### src/vvpu_pkg.sv
// ----------------------------------------------------------------------------
// Velocity Verlet particle update package
// Shared widths, codes, lane interface types and saturation helpers.
// ----------------------------------------------------------------------------
package vvpu_pkg;

  localparam int unsigned NUM_LANES = 3;
  localparam int unsigned W40 = 40;
  localparam int unsigned DT_W = 24;
  localparam int unsigned SCALE_W = 16;
  localparam int unsigned CFG_W = 48;
  localparam int unsigned IDX_W = 3;
  localparam int unsigned SHIFT_W = 8;
  localparam int unsigned SPEED_W = 64;
  localparam int unsigned DIV_STEPS = 44;
  localparam int unsigned CNT_W = 6;

  localparam logic OP_FIRST = 1'b0;
  localparam logic OP_SECOND = 1'b1;

  localparam logic [IDX_W-1:0] REG_TIME_STEP = 3'd0;
  localparam logic [IDX_W-1:0] REG_BOX_X = 3'd1;
  localparam logic [IDX_W-1:0] REG_BOX_Y = 3'd2;
  localparam logic [IDX_W-1:0] REG_BOX_Z = 3'd3;
  localparam logic [IDX_W-1:0] REG_DRIFT = 3'd4;
  localparam logic [IDX_W-1:0] REG_POS_SCALE = 3'd5;
  localparam logic [IDX_W-1:0] REG_VEL_SCALE = 3'd6;

  localparam logic [DT_W-1:0] TIME_STEP_RESET = 24'd65536;
  localparam logic [W40-1:0] BOX_RESET = 40'd655360;
  localparam logic [CFG_W-1:0] SCALE_RESET = 48'h4000_4000_4000;

  localparam logic signed [W40-1:0] MAX40 = {1'b0, {(W40-1){1'b1}}};
  localparam logic signed [W40-1:0] MIN40 = {1'b1, {(W40-1){1'b0}}};

  typedef struct packed {
    logic [DT_W-1:0]    time_step;
    logic [W40-1:0]     box_length;
    logic [SCALE_W-1:0] drift_scale;
    logic [SCALE_W-1:0] pos_scale;
    logic [SCALE_W-1:0] vel_scale;
  } lane_cfg_t;

  typedef struct packed {
    logic signed [W40-1:0]     new_pos;
    logic signed [W40-1:0]     new_vel;
    logic signed [SHIFT_W-1:0] image_shift;
    logic [SPEED_W-1:0]        vel_sq;
  } lane_result_t;

  function automatic logic signed [W40-1:0] sat40(input logic signed [46:0] x);
    logic signed [W40-1:0] y;
    if (x > 47'(MAX40)) begin
      y = MAX40;
    end else if (x < 47'(MIN40)) begin
      y = MIN40;
    end else begin
      y = x[W40-1:0];
    end
    return y;
  endfunction

  function automatic logic [SPEED_W-1:0] sat_add64(input logic [SPEED_W-1:0] a,
                                                   input logic [SPEED_W-1:0] b);
    logic [SPEED_W:0] s;
    s = {1'b0, a} + {1'b0, b};
    return s[SPEED_W] ? {SPEED_W{1'b1}} : s[SPEED_W-1:0];
  endfunction

endpackage

### src/vvpu_merge.sv
// ----------------------------------------------------------------------------
// Velocity Verlet speed merge
// Sums the three lane squares with saturation over two register steps.
// ----------------------------------------------------------------------------
module vvpu_merge (
  input  logic                            clk,
  input  logic                            load,
  input  logic [vvpu_pkg::SPEED_W-1:0]    sq_x,
  input  logic [vvpu_pkg::SPEED_W-1:0]    sq_y,
  input  logic [vvpu_pkg::SPEED_W-1:0]    sq_z,
  output logic [vvpu_pkg::SPEED_W-1:0]    speed
);

  logic [vvpu_pkg::SPEED_W-1:0] partial;
  logic [vvpu_pkg::SPEED_W-1:0] sq_z_q;

  always_ff @(posedge clk) begin
    if (load) begin
      partial <= vvpu_pkg::sat_add64(sq_x, sq_y);
      sq_z_q <= sq_z;
    end
    speed <= vvpu_pkg::sat_add64(partial, sq_z_q);
  end

endmodule

### config.mk
export PLATFORM = sky130hd
export DESIGN_NAME = vvpu_merge
export DESIGN_NICKNAME = d
export VERILOG_FILES = /design/src/vvpu_pkg.sv /design/src/vvpu_merge.sv
export SDC_FILE = /design/constraint.sdc
export NUM_CORES = 1
export LEC_CHECK = 0
export ABC_AREA = 1
export BUFFER_PORTS_ARGS = -buffer_cell sky130_fd_sc_hd__buf_2
export CAP_MARGIN = 20
export CORE_UTILIZATION = 34
export DETAILED_ROUTE_END_ITERATION = 6
export GPL_TIMING_DRIVEN = 0
export PLACE_DENSITY = 0.62
export SYNTH_ARGS = -nofsm -noshare
export SYNTH_HDL_FRONTEND = slang
export SYNTH_SLANG_ARGS = --single-unit
### constraint.sdc
create_clock -name clk -period 2.92 [get_ports clk]
set_input_delay 0.584 -clock clk [delete_from_list [all_inputs] [get_ports clk]]
set_output_delay 0.584 -clock clk [all_outputs]
set_load 0.1 [all_outputs]
==> flow_metrics.py <==
metrics = {
    "timing": {
        "skew_ns": 0.0216,
        "rsz0062_at_grt": "false",
        "post-route-min-period_ns": 2.79,
        "timing.slew.headroom_pct": 66.2,
        "timing.setup.tns_ns": 0,
        "timing.final.crit_share_pct": 95.5,
        "report.final.slew_viol_count": 0,
        "maxClockFrequency_ghz": 0.359,
        "finalSetupViolCount": 0,
        "finalHoldViolations": 0,
        "timing_worst_slew_pin_value_ns": 0.511,
    },
    "cells_and_area": {
        "drive_gt1_share_pct": 10.1,
        "finish.cell_count_without_fillers": 3951,
        "finish.utilization_pct": 40.1,
        "layout.nets": 3581,
        "finished_cell_area_um2": 20600,
        "syn2layout_area_growth_pct": 16.1,
    },
    "logic_synthesis": {
        "postSynth.asyncResetShare_pct": 0,
        "mappedNetlistArea_um2": 17700,
        "synth_warnings": 0,
        "synth.avg_cell_area_um2": 5.97,
        "synth_most_common_cell": "sky130_fd_sc_hd__nand2_1",
        "synth_cells": 2973,
        "synth_enable_flop_cells": 128,
        "distinct_cell_type_count_of_the_synthesized_netlist": 24,
        "synthTopCellsByArea": "sky130_fd_sc_hd__nand2_1, sky130_fd_sc_hd__edfxtp_1, sky130_fd_sc_hd__inv_1, sky130_fd_sc_hd__ha_1, sky130_fd_sc_hd__dfxtp_1",
        "synth-seq-area-share_pct": 28.9,
        "syn-num-nets": 3297,
        "netlist_top_cells_count": "sky130_fd_sc_hd__nand2_1, sky130_fd_sc_hd__inv_1, sky130_fd_sc_hd__nor2_1",
        "netlist.top_cell.by_area": "sky130_fd_sc_hd__nand2_1",
        "ys.flop_type": "sky130_fd_sc_hd__edfxtp_1",
        "postSynthRegisterBits": 192,
        "synth_largest_type_area_fraction_pct": 26.9,
    },
    "cts": {
        "tritoncts": "built",
        "number_of_clock_sinks": 192,
        "cts.root.buffer_cell": "sky130_fd_sc_hd__clkbuf_16",
        "cts_inserted_buffers": 17,
        "max-clock-path-buffers": 2,
        "cts_max_level": 4,
        "clk_latency_ns": 0.47,
        "clk_pin_slew_worst_paths_ns": 0.08,
    },
    "critical_path": {
        "worst-setup-path-type": "in2reg",
        "required_ns": 3.09,
        "worstSetupStartpointType": "input pin",
        "worst_path_most_repeated_cell": "sky130_fd_sc_hd__nand2_1",
        "worst-r2r-setup-slack_ns": 0.25,
        "setup.worst_path.end_class": "register",
        "critPathBufInv": 3,
        "startpoint": "sq_x[0]",
        "crit_end": "partial[59]$_SDFFCE_PP1P_",
        "critical-path-slowest-cell": "sky130_fd_sc_hd__fa_1",
        "timing.critical_path.cells": "buf_2, ha_1, fa_1, nand3_1, nand3_2, nand2_1, nand2_1, nand2_1, nand2_2, nand2_1, nand2_2, a21oi_4, buf_4, buf_6, nand3_1",
        "reg2reg_capture_point": "speed[43]$_SDFF_PP1_",
        "cpLargestDelayFamily": "simple AND/OR/NAND/NOR gates",
        "critical-path-max-stage-delay_ns": 0.45,
        "critical_path_cell_count": 15,
        "regToRegStartpoint": "partial[0]$_SDFFCE_PP1P_",
        "worst_ep_arrival_time_ns": 2.95,
        "rr_worst_depth": 14,
        "critical_path_peak_fanout": 10,
    },
    "power": {
        "share_clk_of_total_power_pct": 17.4,
        "leakage_nw": 12.4,
        "combPwrFrac_pct": 55.3,
        "power.switching_mw": 7.19,
        "sw_frac_of_total_pct": 52.9,
        "cellPowerDensity_nw_per_um2": 661,
        "p_int_mw": 6.41,
        "power.sequential.fraction_pct": 27.3,
        "ir_drop_uv": 426,
    },
    "placed_design": {
        "routabilityCongestion": 0.989,
        "placement.io_buffers": 257,
        "placed_cell_area_um2": 19900,
        "dp_hpwl_um": 51800,
        "place_inst": 3911,
    },
    "global_route": {
        "globalRouteTotalUtil_pct": 22.7,
        "global_route.overflow_total": 0,
        "largest_net_degree_at_the_start_of_global_routing": 102,
        "wire_length_of_the_first_global_routing_pass_um": 91500,
        "grt_antenna_before_repair": 1,
        "grt_pass1_vias": 17000,
    },
    "floorplan": {
        "design.die.area_um2": 53100,
        "start_util_pct": 34.5,
        "floorplan.die.height_um": 230,
        "die_x_um": 230,
        "io-pin-count": 258,
        "floorplan.core_area_um2": 51400,
        "num_rows": 83,
    },
    "drt": {
        "avgRoutedWirePerCell_um": 15.0,
        "num_vias": 17700,
        "route.detailed.vias_per_inst": 4.48,
        "detailedRoute.firstIterationViolations": 1284,
        "detail-route-antenna-nets": 0,
        "drc": 0,
        "firstDrtPassIters": 7,
        "totalWireLength_um": 59200,
    },
    "min_path": {
        "hp-class": "in2reg",
    },
    "run_status": {
        "status": "finished, final reports clean",
    },
    "run": {
        "cap_viol_max_count": 0,
    },
}
[final cells by class]
type	instances	area (um^2)
Fill cell	5721	30800
Multi-Input combinational cell	2055	9820
Sequential cell	192	5120
Inverter	714	2680
Timing Repair Buffer	265	1390
Tap cell	680	851
Clock buffer	17	425
Clock inverter	15	179
Buffer	12	135
Antenna cell	1	2.50
[how the worst min path moves through the flow]
stage | start | end | slack (ns) | cells after the start
final | sq_z[19] | sq_z_q[19]$_DFFE_PP_ | 0.29 | 1
after CTS | sq_z[25] | sq_z_q[25]$_DFFE_PP_ | 0.26 | 1
after global placement | sq_z_q[0]$_DFFE_PP_ | speed[0]$_SDFF_PP1_ | 0.58 | 3
after floorplan | sq_z_q[0]$_DFFE_PP_ | speed[0]$_SDFF_PP1_ | 0.51 | 3
after global routing | sq_z[25] | sq_z_q[25]$_DFFE_PP_ | 0.26 | 1
after detailed placement | sq_z_q[0]$_DFFE_PP_ | speed[0]$_SDFF_PP1_ | 0.58 | 3
[power by group through the flow]
stage | Combinational (mW) | Sequential [mW] | Clock, mW
6_report | 7.53 | 3.71 | 2.37
5_1_grt | 8.19 | 3.76 | 2.54
4_1_cts | 7.52 | 3.72 | 2.44
3_5_place_dp | 7.46 | 3.78 | 0
3_3_place_gp | 7.44 | 3.79 | 0
2_1_floorplan | 3.07 | 6.33 | 0
[cell usage in the layout, fill, tap and decap left out, drive strengths merged, types with 3 or more instances in the layout]
cell type and n:
nand4 38, inv 721, nand3 191, o21ai 9
clkbuf 17, xnor2 3, nor3 12, nand2 1277
and2 8, dfxtp 64, ha 128, edfxtp 128
buf 277, and3 5, clkinv 8, nor2 231
nor4 12, xor2 57, a21oi 80
[cell families (layout without fill, tap and decap cells)]
logic type	after synthesis	in the layout	share of synthesized area, %
AOI/OAI and AO/OA	91	91	2.72
buffers and inverters	726	1023	15.9
xor gates and xnor gates	60	60	2.96
adders and majority gates	130	130	9.25
other	0	1	0
DFF	192	192	28.9
and+or+nand+nor	1774	1774	40.3
[sequential cells by signal (all words and copies together), names as in the netlist]
| name | flops |
|---|---|
| partial | 64 |
| speed | 64 |
| sq_z_q | 64 |
[metal layers]
layer / track usage [%] / part of all wire (%) / vias up
met5: 0 / 0 / -
met4: 8.32 / 3.0 / 0
met3: 2.06 / 4.0 / 74
met2: 40.3 / 48 / 419
met1: 28.4 / 45 / 7703
li1: - / - / 9495
[repair_timing]
action / 4_1_cts / 5_1_grt
hold buffers: 0 / 0
setup endpoints to repair: 51 / 60
buffers inserted: 7 / 0
pin swaps: 2 / 0
gates resized for setup: 0 / 4
[through the flow]
stage                     power (mW)  worst slack (ns)  hold WS (ns)
after floorplan                 9.40             0.284         0.514
after global placement          11.2            -0.497         0.575
after detailed placement        11.2            -0.525         0.581
after CTS                       13.7            0.0164         0.261
after global routing            14.5            0.0462         0.263
final                           13.6             0.133         0.289
No activity file was read; power rests on OpenSTA's default activity.
